===== config.mk =====
export PLATFORM = sky130hd
export DESIGN_NAME = krrc_edge_cell
export DESIGN_NICKNAME = d
export VERILOG_FILES = /design/src/rtl/core/assert_macros.svh /design/src/rtl/core/krrc_pkg.sv /design/src/rtl/core/krrc_edge_cell.sv
export SDC_FILE = /design/constraint.sdc
export NUM_CORES = 1
export LEC_CHECK = 0
export BUFFER_PORTS_ARGS = -buffer_cell sky130_fd_sc_hd__buf_2
export CORE_ASPECT_RATIO = 1.75
export CORE_MARGIN = 10
export CORE_UTILIZATION = 25
export DETAILED_ROUTE_END_ITERATION = 7
export GPL_TIMING_DRIVEN = 0
export PLACE_DENSITY = 0.49
export SKIP_LAST_GASP = 1
export SYNTH_ARGS = -nofsm -noshare
export SYNTH_HDL_FRONTEND = slang
export SYNTH_SLANG_ARGS = --single-unit

===== constraint.sdc =====
create_clock -name clk -period 3.3 [get_ports clk]
set_clock_uncertainty 0.05 [all_clocks]
set_input_delay 0.165 -clock clk [delete_from_list [all_inputs] [get_ports clk]]
set_output_delay 0.165 -clock clk [all_outputs]
set_load 0.1 [all_outputs]

===== src/rtl/core/assert_macros.svh =====
// Assertion macros for the RTL files that check their own logic.
`ifndef ASSERT_MACROS_SVH
`define ASSERT_MACROS_SVH
`ifndef NO_ASSERTIONS
// Check that cons holds whenever ante holds, sampled on clk, quiet in reset.
`define ASSERT_IMPLY(lbl, ante, cons) \
    lbl: assert property (@(posedge clk) disable iff (!rst_n) (ante) |-> (cons)) \
        else $error("assertion failed");
// Check that cond holds on every clock edge outside reset.
`define ASSERT_ALWAYS(lbl, cond) \
    lbl: assert property (@(posedge clk) disable iff (!rst_n) (cond)) \
        else $error("assertion failed");
`else
`define ASSERT_IMPLY(lbl, ante, cons)
`define ASSERT_ALWAYS(lbl, cond)
`endif
`endif


===== src/rtl/core/krrc_pkg.sv =====
// Package with shared types, constants and the letter cost function.
`timescale 1ns / 1ps
package krrc_pkg;

    localparam int DEF_MAX_NODES = 16;
    localparam int DEF_MAX_EDGES = 120;
    localparam int NODE_W        = 4;
    localparam int CFG_W         = 5;
    localparam int LETTER_W      = 8;
    localparam int COST_W        = 6;
    localparam int WEIGHT_W      = 7;
    localparam int TOTAL_W       = 13;
    localparam int ACC_W         = 15;
    localparam int IN_DATA_W     = 32;
    localparam int OUT_DATA_W    = 16;
    localparam logic [TOTAL_W-1:0] COST_LIMIT = 13'd8191;
    localparam logic [CFG_W-1:0]   NODE_COUNT_RESET = 5'd16;
    localparam logic [LETTER_W-1:0] CH_UPPER_A = 8'h41;
    localparam logic [LETTER_W-1:0] CH_UPPER_Z = 8'h5A;
    localparam logic [LETTER_W-1:0] CH_LOWER_A = 8'h61;
    localparam logic [LETTER_W-1:0] CH_LOWER_Z = 8'h7A;
    localparam logic [COST_W-1:0]   LOWER_OFFSET = 6'd26;

    typedef enum logic {ST_IDLE, ST_RUN} state_t;

    typedef struct packed {
        logic signed [WEIGHT_W-1:0] w;
        logic [NODE_W-1:0]          a;
        logic [NODE_W-1:0]          b;
    } edge_t;

    typedef struct packed {
        logic ins;
        logic pop;
        logic clr;
    } cell_ctrl_t;

    function automatic logic [COST_W-1:0] letter_cost(input logic [LETTER_W-1:0] ch);
        logic [LETTER_W-1:0] d;
        begin
            d = '0;
            if (ch >= CH_UPPER_A && ch <= CH_UPPER_Z)
            begin
                d = ch - CH_UPPER_A;
                letter_cost = d[COST_W-1:0];
            end
            else if (ch >= CH_LOWER_A && ch <= CH_LOWER_Z)
            begin
                d = ch - CH_LOWER_A;
                letter_cost = d[COST_W-1:0] + LOWER_OFFSET;
            end
            else
            begin
                letter_cost = '0;
            end
        end
    endfunction

endpackage


===== src/rtl/core/krrc_edge_cell.sv =====
// One cell of the sorted edge chain: stable insert from the left, pop to the left.
`timescale 1ns / 1ps
module krrc_edge_cell #(
    parameter bit FIRST = 1'b0
) (
    input  logic                clk,
    input  logic                rst_n,
    input  krrc_pkg::cell_ctrl_t ctrl,
    input  krrc_pkg::edge_t     new_edge,
    input  krrc_pkg::edge_t     left_edge,
    input  logic                left_valid,
    input  krrc_pkg::edge_t     right_edge,
    input  logic                right_valid,
    output krrc_pkg::edge_t     cur_edge,
    output logic                cur_valid
);
    import krrc_pkg::*;

    edge_t edge_reg, edge_next;
    logic  valid_reg, valid_next;
    logic  keep, take_new;

    // Equal weights stay ahead of the newcomer, which keeps load order on ties.
    assign keep     = valid_reg && (edge_reg.w <= new_edge.w);
    assign take_new = FIRST ? 1'b1 : (left_valid && (left_edge.w <= new_edge.w));

    always_comb
    begin
        edge_next  = edge_reg;
        valid_next = valid_reg;
        if (ctrl.clr)
        begin
            valid_next = 1'b0;
        end
        else if (ctrl.ins)
        begin
            if (!keep)
            begin
                if (take_new)
                begin
                    edge_next  = new_edge;
                    valid_next = 1'b1;
                end
                else
                begin
                    edge_next  = left_edge;
                    valid_next = left_valid;
                end
            end
        end
        else if (ctrl.pop)
        begin
            edge_next  = right_edge;
            valid_next = right_valid;
        end
    end

    always_ff @(posedge clk or negedge rst_n)
    begin
        if (!rst_n)
        begin
            valid_reg <= 1'b0;
        end
        else
        begin
            valid_reg <= valid_next;
        end
    end

    always_ff @(posedge clk)
    begin
        edge_reg <= edge_next;
    end

    assign cur_edge  = edge_reg;
    assign cur_valid = valid_reg;

endmodule


# Yosys cells after proc, flatten, opt, wreduce, memory -nomap -nowiden
# Index checks and enable logic that the tools add are counted.
# Widths: inputs -> output; s select.
[word_totals] regBits=16 latchBits=0 mem_bits_rw=0 mem_bits_ro=0 inputBits=52 output_inout_bits=16 wordCells=24 mem_count=0
[op_classes] addsub=0 mul=0 div=0 n_lt_le_gt_ge=2 n_eq_ne=2 shifts=0 muxes=9 n_bitwise=1 reduce_logical=6
[ops] operator="$mux 15" count=4
[ops] operator="$le 7x7->1" count=2
[ops] operator="$mux 1" count=5
[ops] operator="$ne 3x3->1 const B" count=1
[ops] operator="$reduce_and 3->1" count=1
[ops] operator="$reduce_bool 3->1" count=1
[ops] operator="$logic_and 1x1->1" count=2
[ops] operator="$ne 2x2->1 const B" count=1
[ops] operator="$reduce_and 2->1" count=1
[ops] operator="$reduce_bool 2->1" count=1
[ops] operator="$not 1->1" count=1

# Longest topological paths before layout
# Gate-level depths: netlist of the first run.
[logic_depth] ltp_word=6 ltp_mapped=7 mapped_depth_nobuf=6

# Worst setup path after synthesis of the first run
# OpenSTA, ideal clock, no wires.
[synth_path] kind="reg2reg" from="register edge_reg, in the netlist cur_edge[13]" to="register edge_reg, in the netlist cur_edge[0] (enable)" setup_time_ns=0.416 arrival_ns=2.968 t_required_ns=2.834 slack_ns=-0.134 path_stages_with_launch=6 synth_period_minus_slack_ns=3.434 path_cell_list="edfxtp_1 > ha_1 > nand4_1 > a21oi_1 > o221ai_1 > a311oi_1"
[synth_between] elab_chain_len=4
[synth_lines] element="start, declared" line="krrc_edge_cell.sv:19" rtl="edge_t edge_reg, edge_next;"
[synth_lines] element="start signal, assigned" line="krrc_edge_cell.sv:72" rtl="edge_reg <= edge_next;"
[synth_lines] element="$le 7x7->1" line="krrc_edge_cell.sv:24" rtl="assign keep = valid_reg && (edge_reg.w <= new_edge.w);"
[synth_lines] element="$logic_and 1x1->1" line="krrc_edge_cell.sv:24"
[synth_lines] element="$ne 2x2->1 (no source line)"
[synth_lines] element="$reduce_and 3->1 (no source line)"
# No other way between the ends.
# A chain may end at the register's enable or synchronous reset.

# Worst setup path after layout of the first run
[layout_path] from="register edge_reg, in the netlist cur_edge[14]" to="register edge_reg, in the netlist cur_edge[8] (enable)"
# Same word-level chain as after synthesis.

==> metrics.cfg, run 1 <==
[outcome]
status = complete, no violations

[hold_path]
whs_endpoint = cur_valid
worstHoldStart = ctrl[0]
min_path_cells = 2
hold_path_class = in2reg

[drt]
drt-pass1-iter-count = 5
routed_wirelength_um = 5571
vias = 1605
wl_per_cell_um = 17.97
drcViolationCount = 0
drtIter0Drc = 63
vias_per_cell = 5.177
drtAntennaViolNets = 0

[logic_synthesis]
synth_edf_count = 15
yosysSeqAreaShare_pct = 31.28
synth_top_area_cell = edfxtp_1
syn_inst = 160
synth_top_area_share_pct = 29.63
synth_top_cells_by_area = edfxtp_1 30%, ha_1 12%, o2111ai_1 9.2%
ys.flop_type = edfxtp_1
postSynth.asyncResetShare_pct = 6.250
postSynthAreaPerCell_um2 = 9.501
yosysUniqueCellTypes = 35
yosys_warnings = 0
syn-cell-area_mm2 = 0.001520
synth_nets = 226
synth_seq_cells = 16

[setup_path]
endpoint_kind = flip-flop
r2r_start = cur_edge[14]
r2r_slack_ps = 760
crit_fanout = 9
startpoint_type = flip-flop
rr_endpoint = cur_edge[8]
ff2ff_path_depth = 6
path_cells = ha_1 > nand4_1 > a21oi_1 > o221ai_1 > a311oi_2 > buf_6
worst-endpoint-arrival_ps = 2460
cp_data_required_time_ps = 3220
worstSetupPathType = reg2reg
slowest_delay_ps = 690
slowest_stage = a311oi_2

[final_layout]
final_area_mm2 = 0.002021
diodes = 0
area_growth_pct = 32.92
nets = 299
post-route-util_pct = 34.37
num-fill-cells = 652
final_common_cell = buf_2
layout_common_cells = 73 x buf_2, 16 x o2111ai_1, 16 x nand4_1, 16 x nand3_1
drive_gt1_share_pct = 40.09

[pwr]
max-vdd-ir-drop_v = 0.0001037
power_density_mw_per_mm2 = 355.2
p_leak_uw = 0.0008869

[floorplan]
die_w_um = 78.95
initial_core_util_pct = 25.86
num_rows = 37
core_area_mm2 = 0.005879
die_area_mm2 = 0.009722
boundaryPins = 68
die_y_um = 123.2

[global_route]
antenna_found_initial = 0
grt_max_degree = 11
grt_overflow_total = 0
grt_pass1_wl_um = 8611
grt_pass1_vias = 1712
grt_use_total_pct = 11.26

[clock_tree]
cts_buffers = 3
cts_buffer_depth = 2
ctsResizeCount = 0
clkTransAtPathRegs_ps = 80
post_cts_buffers = 0
cts.sink_count = 16
cts_tree = done
insertion_delay_ps = 250
cts-hold-fix-buffers = 1
cts_root_buf = clkbuf_8
cts_max_level = 1

[timing]
min_period_ps = 2540
rsz0062_at_grt = no
tightest_slew_ps = 725.8
relSlewSlack_pct = 51.62
hold-worst-slack_ps = 43.01
tns_ps = 0
hold_viol_final = 0
fmax_mhz = 393.8
timing.final.crit_share_pct = 76.96
finalSetupViolations = 0
finalMaxSlewViolations = 0

[placement]
placement.io_buffers = 66
placed_area_mm2 = 0.001966
routabilityCongestion = 0.7957
dp_hpwl_um = 4637

[flow_run]
maxCapViolations = 0

kinds of logic after synthesis:
kind of cell / synth area share, %
DFF: 31.28
muxes: 0.7407
and+or+nand+nor: 23.87
adders and majority gates: 11.52
AOI/OAI and AO/OA: 24.61
buffers and inverters: 7.983
power by group:
group          total, uW  switching, uW  internal (uW)  leakage (uW)
sequential           250           6.13            244      0.000158
clock                160           77.7           82.7     0.0000231
combinational        307            217           90.0      0.000705
cells in the mapped netlist, types with 4 or more instances:
| master | number |
|---|---|
| edfxtp_1 | 15 |
| nand4_1 | 16 |
| a31oi_1 | 15 |
| inv_1 | 11 |
| ha_1 | 14 |
| a21oi_1 | 4 |
| o2111ai_1 | 16 |
| nand3_1 | 16 |
| nor2b_1 | 15 |
| buf_2 | 7 |
per-layer routing:
layer	part of all wire, %	track usage (%)	vias up	routed length [um]
li1	-	-	793	-
met1	35	10.75	752	1945
met2	58	23.09	58	3218
met3	6.3	2.108	2	353
met4	0.95	3.378	0	53
met5	0	0	-	0
layout make-up:
class / instances / area [um2] / share of cell area [%]
clock buffers: 3 / 41.29 / 2.043
multi-input cells: 120 / 929.6 / 46.01
flip-flops and latches: 16 / 475.5 / 23.53
repair buffers: 68 / 351.6 / 17.40
clock inverters: 1 / 3.754 / 0.1858
inverters: 11 / 41.29 / 2.043
well taps: 78 / 97.59 / 4.830
plain buffers: 13 / 80.08 / 3.963
how the worst max path moves through the flow:
stage,from,endpoint,slack (ps),cells past startpoint
after CTS,cur_edge[14],cur_edge[2],700,6
after floorplan,cur_edge[13],cur_edge[0],350,5
after detailed placement,cur_edge[14],cur_edge[6],710,6
after global routing,cur_edge[14],cur_edge[3],520,6
after global placement,cur_edge[14],cur_edge[6],330,5
final,cur_edge[14],cur_edge[8],760,6
worst max-delay path, delay by kind of cell (launching register included):
kind / cells / cell delay, ps
compound gates: 3 / 1070
flops: 1 / 410
fa+ha+maj: 1 / 330
buf+inv: 1 / 240
simple gates: 1 / 150
sequential cells by signal, indices dropped and copies added (netlist names):
name	cells
cur_edge	15
cur_valid	1
per-stage QoR:
stage	worst slack (ps)	instances	power, uW
after CTS	699.3	310	725.8
final	760.4	310	717.7
after global placement	334.5	304	560.4
after detailed placement	708.9	305	564.6
after floorplan	350.1	160	476.6
after global routing	519.5	310	752.0
Note: power is estimated with default switching activity, not from simulation.
==> run 2, diff against run 1 <==
- PLACE_DENSITY: 0.49 -> 0.51
- clock period: 3.3 -> 2.1 ns (I/O delays scaled with it)
==> metrics.cfg, run 2 (synthesis results as in run 1) <==
[outcome]
status = complete, but fails checks
violations = negative setup slack

[drt]
vias = 1662
drtAntennaViolNets = 0
routed_wirelength_um = 5936
wl_per_cell_um = 18.84
vias_per_cell = 5.276
drtIter0Drc = 92
drcViolationCount = 0
drt-pass1-iter-count = 4

[floorplan]
initial_core_util_pct = 25.86
die_area_mm2 = 0.009722
die_y_um = 123.2
num_rows = 37
die_w_um = 78.95
boundaryPins = 68
core_area_mm2 = 0.005879

[clock_tree]
insertion_delay_ps = 250
cts.sink_count = 16
cts_buffer_depth = 2
clkTransAtPathRegs_ps = 70
cts_tree = done
cts_root_buf = clkbuf_8
cts_buffers = 3
cts_max_level = 1

[final_layout]
nets = 304
drive_gt1_share_pct = 43.88
largest_reg_flops = 15
diodes = 0
final_common_cell = buf_2
area_growth_pct = 40.16
post-route-util_pct = 36.24
layout_common_cells = 73 x buf_2, 16 x o2111ai_1, 16 x nand4_1, 16 x nand3_1

[global_route]
grt_max_degree = 11
grt_pass1_vias = 1836
grt_pass1_wl_um = 9045
grt_use_total_pct = 11.79
antenna_found_initial = 0
grt_overflow_total = 0

[timing]
rsz0062_at_grt = yes
timing.final.ws_setup_ps = -60.39
finalSetupViolations = 15
fmax_mhz = 462.9
finalMaxSlewViolations = 0
min_period_ps = 2160
tns_ps = -835.0
timing.final.crit_share_pct = 102.9
tightest_slew_ps = 561.2
relSlewSlack_pct = 62.59
hold_viol_final = 0

[setup_path]
crit_fanout = 8
cp_data_required_time_ps = 2020
r2r_start = cur_edge[12]
worst-endpoint-arrival_ps = 2080
startpoint_type = flip-flop
endpoint_kind = flip-flop
worstSetupPathType = reg2reg
crit_path_start = cur_edge[12]

[pwr]
p_clk_share_pct = 23.9
swShare_pct = 40.81
power_density_mw_per_mm2 = 564.3
p_comb_share_pct = 43.1
internal_power_uw = 711.7
p_leak_uw = 0.0009189
max-vdd-ir-drop_v = 0.0001658
power.switching_uw = 490.7
p_seq_share_pct = 32.9

[flow_run]
maxCapViolations = 0

[placement]
dp_hpwl_um = 4721
routabilityCongestion = 0.7870
placement.io_buffers = 66
dp_slack_ps = -466.5

[hold_path]
worstHoldStart = ctrl[0]
hold_path_class = in2reg

run 2: power by group through the flow:
stage               Combinational (uW)  Clock, uW  Sequential (uW)
global placement                   487          0              402
floorplan                          178          0              578
CTS                                509        288              395
detailed placement                 491          0              403
global route                       550        307              399
finish                             519        288              396
run 2: path summary, 6_finish.rpt:
path,to,slack (ps),cells after the start
worst min register to register,cur_valid,680,2
worst min-delay path,cur_valid,5,2
worst max-delay path,cur_edge[3],-60,6
worst max register to register,cur_edge[3],-60,6
min in group asynchronous,cur_valid,110,2
max in group asynchronous,cur_valid,1810,2
run 2: cell type report:
type	count	area (um2)
fill	639	3749
multi-input combinational	120	988.4
sequential	16	475.5
timing repair buffer	73	392.9
tap	78	97.59
buffer	13	80.08
clock buffer	4	55.05
inverter	11	41.29
run 2: critical path, cell delays in order (launching register included):
cell and delay, ps:
edfxtp_1 440, ha_4 300, a21oi_1 70, o211ai_1 340, o221ai_2 190, a311oi_4 290, buf_6 200
run 2: per-stage QoR:
stage,hold WS (ps),cell area [um2],cells,power (uW)
after floorplan,-240.6,1548,160,756.6
after global placement,-169.9,1976,304,889.0
after detailed placement,-169.6,1976,304,893.4
after CTS,2.968,2098,314,1193
after global routing,2.773,2131,315,1257
final,4.572,2131,315,1202
run 2: layer usage:
| layer | share of wire (%) | routed length (um) | vias up | track usage [%] |
|---|---|---|---|---|
| li1 | - | - | 806 | - |
| met1 | 35 | 2092 | 773 | 11.30 |
| met2 | 54 | 3228 | 68 | 22.21 |
| met3 | 7.1 | 422 | 15 | 3.561 |
| met4 | 3.2 | 192 | 0 | 5.631 |
| met5 | 0 | 0 | - | 0 |
run 2: what timing repair did:
action,in CTS,in global routing
buffers inserted,5,1
endpoints found under the setup margin,15,15
gates resized for setup,3,2
pin swaps,2,4
hold endpoints to repair,1,0
hold buffers,1,0
