**src/rtl/core/assert_macros.svh**
```systemverilog
// Assertion macros for the RTL files that check their own logic.
`ifndef ASSERT_MACROS_SVH
`define ASSERT_MACROS_SVH
`ifndef NO_ASSERTIONS
// Check that cons holds whenever ante holds, sampled on clk, quiet in reset.
`define ASSERT_IMPLY(lbl, ante, cons) \
    lbl: assert property (@(posedge clk) disable iff (!rst_n) (ante) |-> (cons)) \
        else $error("assertion failed");
// Check that cond holds on every clock edge outside reset.
`define ASSERT_ALWAYS(lbl, cond) \
    lbl: assert property (@(posedge clk) disable iff (!rst_n) (cond)) \
        else $error("assertion failed");
`else
`define ASSERT_IMPLY(lbl, ante, cons)
`define ASSERT_ALWAYS(lbl, cond)
`endif
`endif

```
**src/rtl/core/krrc_pkg.sv**
```systemverilog
// Package with shared types, constants and the letter cost function.
`timescale 1ns / 1ps
package krrc_pkg;

    localparam int DEF_MAX_NODES = 16;
    localparam int DEF_MAX_EDGES = 120;
    localparam int NODE_W        = 4;
    localparam int CFG_W         = 5;
    localparam int LETTER_W      = 8;
    localparam int COST_W        = 6;
    localparam int WEIGHT_W      = 7;
    localparam int TOTAL_W       = 13;
    localparam int ACC_W         = 15;
    localparam int IN_DATA_W     = 32;
    localparam int OUT_DATA_W    = 16;
    localparam logic [TOTAL_W-1:0] COST_LIMIT = 13'd8191;
    localparam logic [CFG_W-1:0]   NODE_COUNT_RESET = 5'd16;
    localparam logic [LETTER_W-1:0] CH_UPPER_A = 8'h41;
    localparam logic [LETTER_W-1:0] CH_UPPER_Z = 8'h5A;
    localparam logic [LETTER_W-1:0] CH_LOWER_A = 8'h61;
    localparam logic [LETTER_W-1:0] CH_LOWER_Z = 8'h7A;
    localparam logic [COST_W-1:0]   LOWER_OFFSET = 6'd26;

    typedef enum logic {ST_IDLE, ST_RUN} state_t;

    typedef struct packed {
        logic signed [WEIGHT_W-1:0] w;
        logic [NODE_W-1:0]          a;
        logic [NODE_W-1:0]          b;
    } edge_t;

    typedef struct packed {
        logic ins;
        logic pop;
        logic clr;
    } cell_ctrl_t;

    function automatic logic [COST_W-1:0] letter_cost(input logic [LETTER_W-1:0] ch);
        logic [LETTER_W-1:0] d;
        begin
            d = '0;
            if (ch >= CH_UPPER_A && ch <= CH_UPPER_Z)
            begin
                d = ch - CH_UPPER_A;
                letter_cost = d[COST_W-1:0];
            end
            else if (ch >= CH_LOWER_A && ch <= CH_LOWER_Z)
            begin
                d = ch - CH_LOWER_A;
                letter_cost = d[COST_W-1:0] + LOWER_OFFSET;
            end
            else
            begin
                letter_cost = '0;
            end
        end
    endfunction

endpackage

```
**src/rtl/core/krrc_node_cell.sv**
```systemverilog
// One node cell: holds the component label of its node and follows merges.
`timescale 1ns / 1ps
module krrc_node_cell #(
    parameter int LBL_W = 4,
    parameter int IDX   = 0
) (
    input  logic             clk,
    input  logic             rst_n,
    input  logic             clr,
    input  logic             merge,
    input  logic [LBL_W-1:0] keep_label,
    input  logic [LBL_W-1:0] drop_label,
    output logic [LBL_W-1:0] label
);
    import krrc_pkg::*;

    localparam logic [LBL_W-1:0] OWN = LBL_W'(IDX);

    logic [LBL_W-1:0] label_reg, label_next;

    always_comb
    begin
        label_next = label_reg;
        if (clr)
        begin
            label_next = OWN;
        end
        else if (merge && label_reg == drop_label)
        begin
            label_next = keep_label;
        end
    end

    always_ff @(posedge clk or negedge rst_n)
    begin
        if (!rst_n)
        begin
            label_reg <= OWN;
        end
        else
        begin
            label_reg <= label_next;
        end
    end

    assign label = label_reg;

endmodule

```
**config.mk**
```make
export PLATFORM = sky130hd
export DESIGN_NAME = krrc_node_cell
export DESIGN_NICKNAME = d
export VERILOG_FILES = /design/src/rtl/core/assert_macros.svh /design/src/rtl/core/krrc_pkg.sv /design/src/rtl/core/krrc_node_cell.sv
export SDC_FILE = /design/constraint.sdc
export NUM_CORES = 1
export LEC_CHECK = 0
export ABC_AREA = 1
export BUFFER_PORTS_ARGS = -buffer_cell sky130_fd_sc_hd__buf_4
export CORE_AREA = 3 3 40 42
export DETAILED_ROUTE_END_ITERATION = 8
export DIE_AREA = 0 0 43 45
export PLACE_DENSITY = 0.4
export SYNTH_ARGS = -nofsm -noshare
export SYNTH_HDL_FRONTEND = slang
export SYNTH_SLANG_ARGS = --single-unit
```
**constraint.sdc**
```tcl
create_clock -name clk -period 1.15 [get_ports clk]
set_clock_uncertainty 0.05 [all_clocks]
set_input_delay 0.1725 -clock clk [delete_from_list [all_inputs] [get_ports clk]]
set_output_delay 0.1725 -clock clk [all_outputs]
set_load 0.01 [all_outputs]
```
### Yosys cells after proc, flatten, opt, wreduce, memory -nomap -nowiden

Index checks and enable logic that the tools add are counted.
W data, S select, Z words.

| word-level totals | value |
|---|---|
| register bits | 4 |
| input bits | 12 |
| output and inout bits | 4 |
| word-level logic and storage cells | 6 |

| operators by class | value |
|---|---|
| equal/unequal tests | 1 |
| muxes and demuxes | 2 |
| reduce and logical (&&, ||, !) cells | 2 |

Operator list:

| kind | count |
|---|---|
| $mux W4 | 2 |
| $eq A4 B4 Y1 | 1 |
| $reduce_bool A2 Y1 | 1 |
| $logic_and A1 B1 Y1 | 1 |

### Logic depth before layout (Yosys ltp)

Gate-level depths: netlist of the first run.

| logic depth | value |
|---|---|
| depth in word-level cells | 4 |
| depth in mapped cells | 7 |
| depth with buffers taken out | 7 |

### Worst setup path after synthesis of the first run

OpenSTA, ideal clock, no wires.

| path | value |
|---|---|
| kind | register -> register |
| start point | register label_reg[2] (netlist: label[2]) |
| end point | register label_reg[1] (netlist: label[1]) |
| library setup time | 118 ps |
| arrival time | 920 ps |
| data required time | 982 ps |
| setup slack | 63 ps |
| stages on the path, launching flop included | 7 |
| buffers on the path | 0 |
| period minus slack after synthesis | 1087 ps |
| path through | dfrtp_1 -> nor2_1 -> nor2_2 -> nor2_4 -> nand2_4 -> nand3_1 -> nand2_1 |

| on the way | value |
|---|---|
| word-level cells in the longest chain between the ends | 3 |

Ends and longest elaborated chain:

| item | line | source |
|---|---|---|
| from (decl) | krrc_node_cell.sv:19 | `logic [LBL_W-1:0] label_reg, label_next;` |
| from (signal assigned) | krrc_node_cell.sv:42 | `label_reg <= label_next;` |
| $eq A4 B4 Y1 | krrc_node_cell.sv:28 | `else if (merge && label_reg == drop_label)` |
| $logic_and A1 B1 Y1 | krrc_node_cell.sv:28 |  |
| $reduce_bool A2 Y1 (no source line) | - |  |

Every way passes these cells.
A chain may end at the register's enable or synchronous reset.

### Worst setup path in the final report of the first run

| path | value |
|---|---|
| start point | register label_reg[1] (netlist: label[1]) |
| end point | register label_reg[3] (netlist: label[3]) |

Same word-level chain as after synthesis.

==> results.json, run 1 <==
{
  "hold_class": "in2reg",
  "design_area_um2": 447,
  "fp.dieArea_um2": 1940,
  "dpl.hpwl_um": 600,
  "n_fill_cell": 142,
  "grt_usage_pct": 8.51,
  "multi_input_area_um2": 153,
  "antenna_found_initial": 0,
  "mostFrequentLayoutCells": "buf_4 (16), nand2_1 (8), inv_1 (5)",
  "cts_sinks": 4,
  "place.port_buffers": 15,
  "synth_area_per_cell_um2": 7.58,
  "p_per_area_nw_per_um2": 859,
  "cts_tree": "built",
  "vias": 293,
  "slew_viol_final": 0,
  "period_needed_ps": 1120,
  "io_pins": 16,
  "rows": 13,
  "slowest_stage": "dfrtp_1",
  "utilization_pct": 34.8,
  "cp.required_ps": 1210,
  "antenna_left": 0,
  "drt_iter0_markers": 3,
  "period_share_pct": 97.6,
  "synth_nets": 47,
  "die_h_um": 45,
  "fin_nets": 69,
  "grt_first_pass_wirelength_um": 1190,
  "start_util_pct": 20.6,
  "core_area_um2": 1280,
  "slowest_delay_ps": 410,
  "dpl_cell_area_um2": 397,
  "cts_made_buffers": 3,
  "ys_seq_area_share_pct": 37.7,
  "critPathKind": "reg2reg",
  "crit_arrival_ps": 1180,
  "root_buffer": "clkbuf_4",
  "final_common_cell": "buf_4",
  "ir_drop_mv": 0.348,
  "overflow": 0,
  "grt_pass1_vias": 292,
  "yosys_warnings": 0,
  "endpoint_kind": "register",
  "area.sequential_um2": 100,
  "wl_um": 706,
  "final_cells": 70,
  "tightestPinTransition_ps": 235,
  "antennaDiodeCount": 0,
  "cap_violations": 0,
  "rsz0062_at_grt": "yes",
  "clock_path_buffers": 2,
  "p_total_mw": 0.384,
  "drive_gt1_share_pct": 50.9,
  "die_w_um": 43,
  "clock.fmax_mhz": 891,
  "largest_reg_flops": 4,
  "syn_inst": 35,
  "grt_max_degree": 9,
  "firstDrtPassIters": 4,
  "ys_ff_latch": 4,
  "relSlewSlack_pct": 84.3,
  "status": "complete, no violations",
  "drc": 0,
  "syn2layout_area_growth_pct": 68.4,
  "routedWlPerCell_um": 10.1,
  "finalHoldViolCount": 0,
  "cp_max_fo": 5,
  "total_leakage_power_nw": 0.252,
  "htreeDepth": 1,
  "synth_area_um2": 265,
  "cp-start-kind": "register",
  "vias_per_cell": 4.19,
  "dp.cells": 65,
  "whs_ps": 165,
  "insertion_delay_ps": 230,
  "setup_violations": 0,
  "path_cells": "nand2_2 -> nand3_2 -> nor2_4 -> nand2_4 -> nand3_1 -> nand2_1",
  "ys_types": 12,
  "path_clk_slew_ps": 40,
  "routabilityCongestion": 0.773
}
## worst paths after layout
path / end / depth (start not counted) / slack [ps] / from
worst min-delay path: label[2] / 3 / 170 / keep_label[2]
max in group asynchronous: label[3] / 2 / 720 / rst_n
min in group asynchronous: label[0] / 2 / 230 / rst_n
worst max register to register: label[3] / 6 / 30 / label[1]
worst max-delay path: label[3] / 6 / 30 / label[1]
worst min register to register: label[3] / 2 / 510 / label[3]
## worst max-delay path, delay by kind of cell (launching register included)
family        cells  cell delay [ps]
flops             1              410
simple gates      6              550
## cells by family after synthesis
| family | count (synthesis) | synth area share (%) |
|---|---|---|
| AOI/OAI and AO/OA | 2 | 3.77 |
| and+or+nand+nor | 23 | 50.0 |
| DFF | 4 | 37.7 |
| buffers and inverters | 6 | 8.49 |
## routing by layer
metal,vias to the layer above,global-route usage (%),wire (um)
met5,-,0,0
met4,0,7.23,0
met3,0,2.39,49
met2,7,14.4,388
met1,132,8.74,269
li1,154,-,-
## Yosys cell counts
cell,count,area share [%]
nor2_4,2,8.5
nand3_1,4,7.5
inv_2,1,1.4
inv_1,5,7.1
nand2_1,9,13
nor2_2,1,2.4
dfrtp_1,4,38
nand3_2,1,3.8
nand2_4,1,4.2
nand4_1,4,9.4
nor2_1,1,1.4
o21ai_1,2,3.8
## repair_timing
| action | 4_1_cts | 5_1_grt |
|---|---|---|
| pin swaps | 1 | 2 |
| hold buffers | 1 | 0 |
| resized for setup | 0 | 3 |
| hold endpoints to repair | 4 | 0 |
| buffers inserted | 0 | 1 |
| endpoints found under the setup margin | 1 | 4 |
## metrics by stage
step	worst slack [ps]	setup TNS, ps
5_1_grt	-62.8	-225
3_3_place_gp	32.1	0
3_5_place_dp	-4.45	-4.45
2_1_floorplan	62.8	0
4_1_cts	2.68	0
6_report	27.9	0
## report_power, final
group | internal [mW] | total [mW] | switching (mW)
Combinational | 0.0394 | 0.0737 | 0.0342
Sequential | 0.143 | 0.145 | 0.00197
Clock | 0.116 | 0.165 | 0.0485
Total | 0.299 | 0.384 | 0.0847
## area by class of cell
class,count,share of cell area [%]
tap,15,4.20
sequential,4,22.4
timing repair buffer,17,29.1
multi-input combinational,25,34.2
clock buffer,3,5.04
inverter,6,5.04
No activity file was read; power rests on OpenSTA's default activity.
==> run 2: changes to the inputs <==
Settings changed: PLACE_DENSITY 0.4 to 0.43.
==> run 2 against run 1 <==
Against the previous run: clock power up 6%; via count grew 7.8%; global-route usage fell by 0.51 points; non-clock buffer count grew 4; clock-buffer cell count unchanged; total power is 3.6% higher; design area up 9.8%; wire length decreased by 0.14%; flip-flop and latch count unchanged; combinational power up 4.7%; worst setup slack got worse by 5.7 ps.
==> results.json, run 2 (same netlist as run 1, synthesis figures left out) <==
{
  "status": "complete, no violations",
  "n_fill_cell": 148,
  "routedWlPerCell_um": 9.53,
  "clkPwrFrac_pct": 44.0,
  "cap_violations": 0,
  "p_sw_mw": 0.0949,
  "grt_first_pass_wirelength_um": 1060,
  "syn2layout_area_growth_pct": 84.9,
  "routabilityCongestion": 0.649,
  "final_common_cell": "buf_4",
  "antenna_found_initial": 0,
  "swShare_pct": 23.9,
  "r2r_end": "label[1]",
  "insertion_delay_ps": 240,
  "cp-start-kind": "register",
  "crit_buf_inv": 2,
  "die_h_um": 45,
  "start_util_pct": 20.6,
  "period_needed_ps": 1130,
  "drive_gt1_share_pct": 54.2,
  "whs_ps": 154,
  "die_w_um": 43,
  "relSlewSlack_pct": 85.4,
  "p_per_area_nw_per_um2": 811,
  "htreeDepth": 1,
  "wl_um": 705,
  "core_area_um2": 1280,
  "io_pins": 16,
  "antennaDiodeCount": 0,
  "clock.fmax_mhz": 887,
  "total_leakage_power_nw": 0.279,
  "p_comb_share_pct": 19.4,
  "crit_arrival_ps": 910,
  "drt_iter0_markers": 3,
  "cpLargestDelayFamily": "flip-flops",
  "overflow": 0,
  "cts_tree": "built",
  "hold_class": "in2reg",
  "rr_worst_depth": 6,
  "slowest_stage": "dfrtp_1",
  "rsz0062_at_grt": "yes",
  "drc": 0,
  "crit_top_cell": "buf_4",
  "cp_max_fo": 3,
  "slew_viol_final": 0,
  "largest_reg_flops": 4,
  "rows": 13,
  "cts_sinks": 4,
  "ir_drop_mv": 0.485,
  "fp.dieArea_um2": 1940,
  "firstDrtPassIters": 4,
  "area.sequential_um2": 100,
  "multi_input_area_um2": 151,
  "antenna_left": 0,
  "startpoint": "label[1]",
  "mostFrequentLayoutCells": "buf_4 (16), nand2_1 (8), inv_1 (5)",
  "finalHoldViolCount": 0,
  "place.port_buffers": 15,
  "worstReg2RegStart": "label[2]",
  "setup_violations": 0,
  "dp.cells": 68,
  "tightestPinTransition_ps": 218,
  "clock_path_buffers": 2,
  "critical_path_depth": 2,
  "design_area_um2": 490,
  "utilization_pct": 38.2,
  "final_cells": 74,
  "detailedPlace.worstSlack_ps": 14.7,
  "seqPwrFrac_pct": 36.6,
  "root_buffer": "clkbuf_4",
  "fin_nets": 73,
  "slowest_delay_ps": 390,
  "path_cells": "buf_4 -> buf_4",
  "endpoint_kind": "output port",
  "dpl_cell_area_um2": 419,
  "finalWorstSetupSlack_ps": 22.2,
  "vias": 316,
  "endpoint": "label[1]",
  "vias_per_cell": 4.27,
  "r2r_setup_slack_ps": 40,
  "grt_pass1_vias": 264,
  "cts_made_buffers": 3,
  "period_share_pct": 98.1,
  "critPathKind": "reg2out",
  "path_clk_slew_ps": 40,
  "dpl.hpwl_um": 536,
  "p_int_mw": 0.303,
  "grt_max_degree": 9,
  "cp.required_ps": 930,
  "grt_usage_pct": 8.00
}
## run 2: stage by stage
step           setup TNS [ps]  total power [mW]
2_1_floorplan               0             0.177
5_1_grt                  -223             0.429
4_1_cts                     0             0.401
3_3_place_gp                0             0.218
3_5_place_dp                0             0.218
6_report                    0             0.398
## run 2: worst min-delay path by stage
| stage | to | cells after the start | startpoint |
|---|---|---|---|
| after floorplan | label[0] | 0 | rst_n |
| after global placement | label[0] | 1 | rst_n |
| after detailed placement | label[0] | 1 | rst_n |
| after CTS | label[0] | 3 | keep_label[0] |
| after global routing | label[2] | 3 | keep_label[2] |
| final | label[0] | 3 | keep_label[0] |
## run 2: area by class of cell
type	count	share of cell area [%]
clock buffer	3	4.59
inverter	6	4.59
timing repair buffer	21	35.7
tap	15	3.83
sequential	4	20.4
multi-input combinational	25	30.9
## run 2: routing by layer
metal  vias up  global-route usage (%)  wire [um]
met5         -                       0          0
met2        10                    9.28        306
met1       139                    9.66        336
met4         0                    10.8         10
met3         2                    2.79         50
li1        165                       -          -
## run 2: power groups by stage
stage | logic [mW] | registers, mW | clock network [mW]
after global placement | 0.0710 | 0.147 | 0
after CTS | 0.0737 | 0.145 | 0.182
after floorplan | 0.0294 | 0.148 | 0
final | 0.0772 | 0.145 | 0.175
after detailed placement | 0.0709 | 0.147 | 0
after global routing | 0.0859 | 0.145 | 0.198
## run 2: tightest hold or removal path: stages
cell and delay, ps:
buf_4 80, nand4_1 80, nand2_1 70
## run 2: timing repair
item | in CTS | in global routing
buffers inserted | 0 | 2
resized for setup | 0 | 7
hold endpoints to repair | 4 | 0
endpoints found under the setup margin | 0 | 6
hold buffers | 1 | 0
==> run 3: changes to the inputs <==
Settings changed: PLACE_DENSITY 0.43 to not set.
Clock period 1.15 ns to 1 ns, I/O delays scaled along.
==> run 3 against run 2 <==
Against the previous run: the run now ends with setup timing left; wire length down 4.3%; critical path type is now reg2reg; largest cell class unchanged; sequential power up 15%; sequential share of layout area down 1.3 points; worst setup slack worse by 160 ps; global-route usage down 0.39 points; register-to-register slack worse by 170 ps; highest routed layer is now met3; clock-buffer cell count unchanged; final cell count up 2.7%; first-iteration DRC count down 67%.
==> results.json, run 3 (same netlist as run 1, synthesis figures left out) <==
{
  "status": "finished, violations left",
  "failed_checks": "setup timing",
  "design_area_um2": 523,
  "area.sequential_um2": 100,
  "n_fill_cell": 131,
  "r2r_end": "label[1]",
  "syn2layout_area_growth_pct": 97.2,
  "cp.required_ps": 1070,
  "antennaDiodeCount": 0,
  "slowest_delay_ps": 400,
  "period_share_pct": 113,
  "wl_um": 675,
  "endpoint_kind": "register",
  "htreeDepth": 1,
  "min_to": "label[3]",
  "tns_ps": -807,
  "rows": 13,
  "multi_input_area_um2": 165,
  "ir_drop_mv": 0.790,
  "slowest_stage": "dfrtp_1",
  "die_w_um": 43,
  "drive_gt1_share_pct": 59.0,
  "vias": 320,
  "finalHoldViolCount": 0,
  "utilization_pct": 40.7,
  "overflow": 0,
  "cts_sinks": 4,
  "routabilityCongestion": 0.700,
  "largest_reg_flops": 4,
  "path_cells": "nand2_1 -> o21ai_1 -> nor2_4 -> nand2_4 -> nand3_2 -> nand2_1",
  "grt_max_degree": 9,
  "insertion_delay_ps": 230,
  "worstHoldStart": "keep_label[3]",
  "grt_pass1_vias": 288,
  "final_common_cell": "buf_4",
  "fin_nets": 75,
  "cts_tree": "built",
  "finalWorstSetupSlack_ps": -135,
  "r2r_setup_slack_ps": -130,
  "p_per_area_nw_per_um2": 870,
  "grt_first_pass_wirelength_um": 1120,
  "slew_viol_final": 0,
  "crit_arrival_ps": 1200,
  "final_cells": 76,
  "drc": 0,
  "grt_usage_pct": 7.61,
  "cp_max_fo": 5,
  "rr_worst_depth": 6,
  "whs_path_depth": 3,
  "cap_violations": 0,
  "hold_class": "in2reg",
  "crit_top_cell": "nand2_1",
  "relSlewSlack_pct": 81.1,
  "firstDrtPassIters": 2,
  "vias_per_cell": 4.21,
  "whs_ps": 131,
  "period_needed_ps": 1130,
  "start_util_pct": 20.6,
  "root_buffer": "clkbuf_4",
  "core_area_um2": 1280,
  "fp.dieArea_um2": 1940,
  "place.port_buffers": 15,
  "setup_violations": 8,
  "drt_iter0_markers": 1,
  "dpl.hpwl_um": 522,
  "rsz0062_at_grt": "yes",
  "die_h_um": 45,
  "detailedPlace.worstSlack_ps": -120,
  "clock_path_buffers": 2,
  "cp-start-kind": "register",
  "critPathKind": "reg2reg",
  "io_pins": 16,
  "dp.cells": 69,
  "path_clk_slew_ps": 40,
  "clock.fmax_mhz": 881,
  "tightestPinTransition_ps": 283,
  "routedWlPerCell_um": 8.88,
  "total_leakage_power_nw": 0.287,
  "mostFrequentLayoutCells": "buf_4 (17), nand2_1 (8), inv_1 (5), nand3_2 (5), buf_6 (5)",
  "antenna_left": 0,
  "dpl_cell_area_um2": 427,
  "cts_made_buffers": 3,
  "antenna_found_initial": 0,
  "p_total_mw": 0.455,
  "worstReg2RegStart": "label[3]"
}
[run 3: where the power goes]
part | switching [mW] | internal [mW]
registers | 0.00204 | 0.165
logic | 0.0415 | 0.0502
clock network | 0.0622 | 0.134
total | 0.106 | 0.349
[run 3: final cells by class]
class / count / share of cell area (%)
tap: 15 / 3.59
inverter: 6 / 4.31
timing repair buffer: 23 / 37.1
clock buffer: 3 / 4.31
sequential: 4 / 19.1
multi-input combinational: 25 / 31.6
[run 3: metal layers]
metal,share of wire [%],up-vias,track usage [%],wire length (um)
li1,-,168,-,-
met4,0,0,0,0
met2,52,9,12.3,349
met3,8.9,0,5.18,60
met5,0,-,0,0
met1,39,143,9.02,264
[run 3: what timing repair did]
action	in CTS	in global routing
endpoints found under the setup margin	7	8
gates resized for setup	2	8
buffers inserted	0	3
hold buffers	1	0
endpoints found under the hold margin	4	0
pin swaps	3	3
[run 3: worst max path at each step]
| stage | slack (ps) | startpoint | depth (start not counted) | end |
|---|---|---|---|---|
| finish | -130 | label[3] | 6 | label[1] |
| global route | -210 | label[3] | 6 | label[1] |
| CTS | -110 | label[1] | 6 | label[1] |
| detailed placement | -120 | label[3] | 6 | label[1] |
| global placement | -100 | label[3] | 6 | label[2] |
| floorplan | -80 | label[3] | 6 | label[1] |
[run 3: worst max-delay path: cells and delay by family (launching register included)]
family | cells | cell delay (ps)
and+or+nand+nor | 5 | 480
DFF | 1 | 400
AOI/OAI and AO/OA | 1 | 90
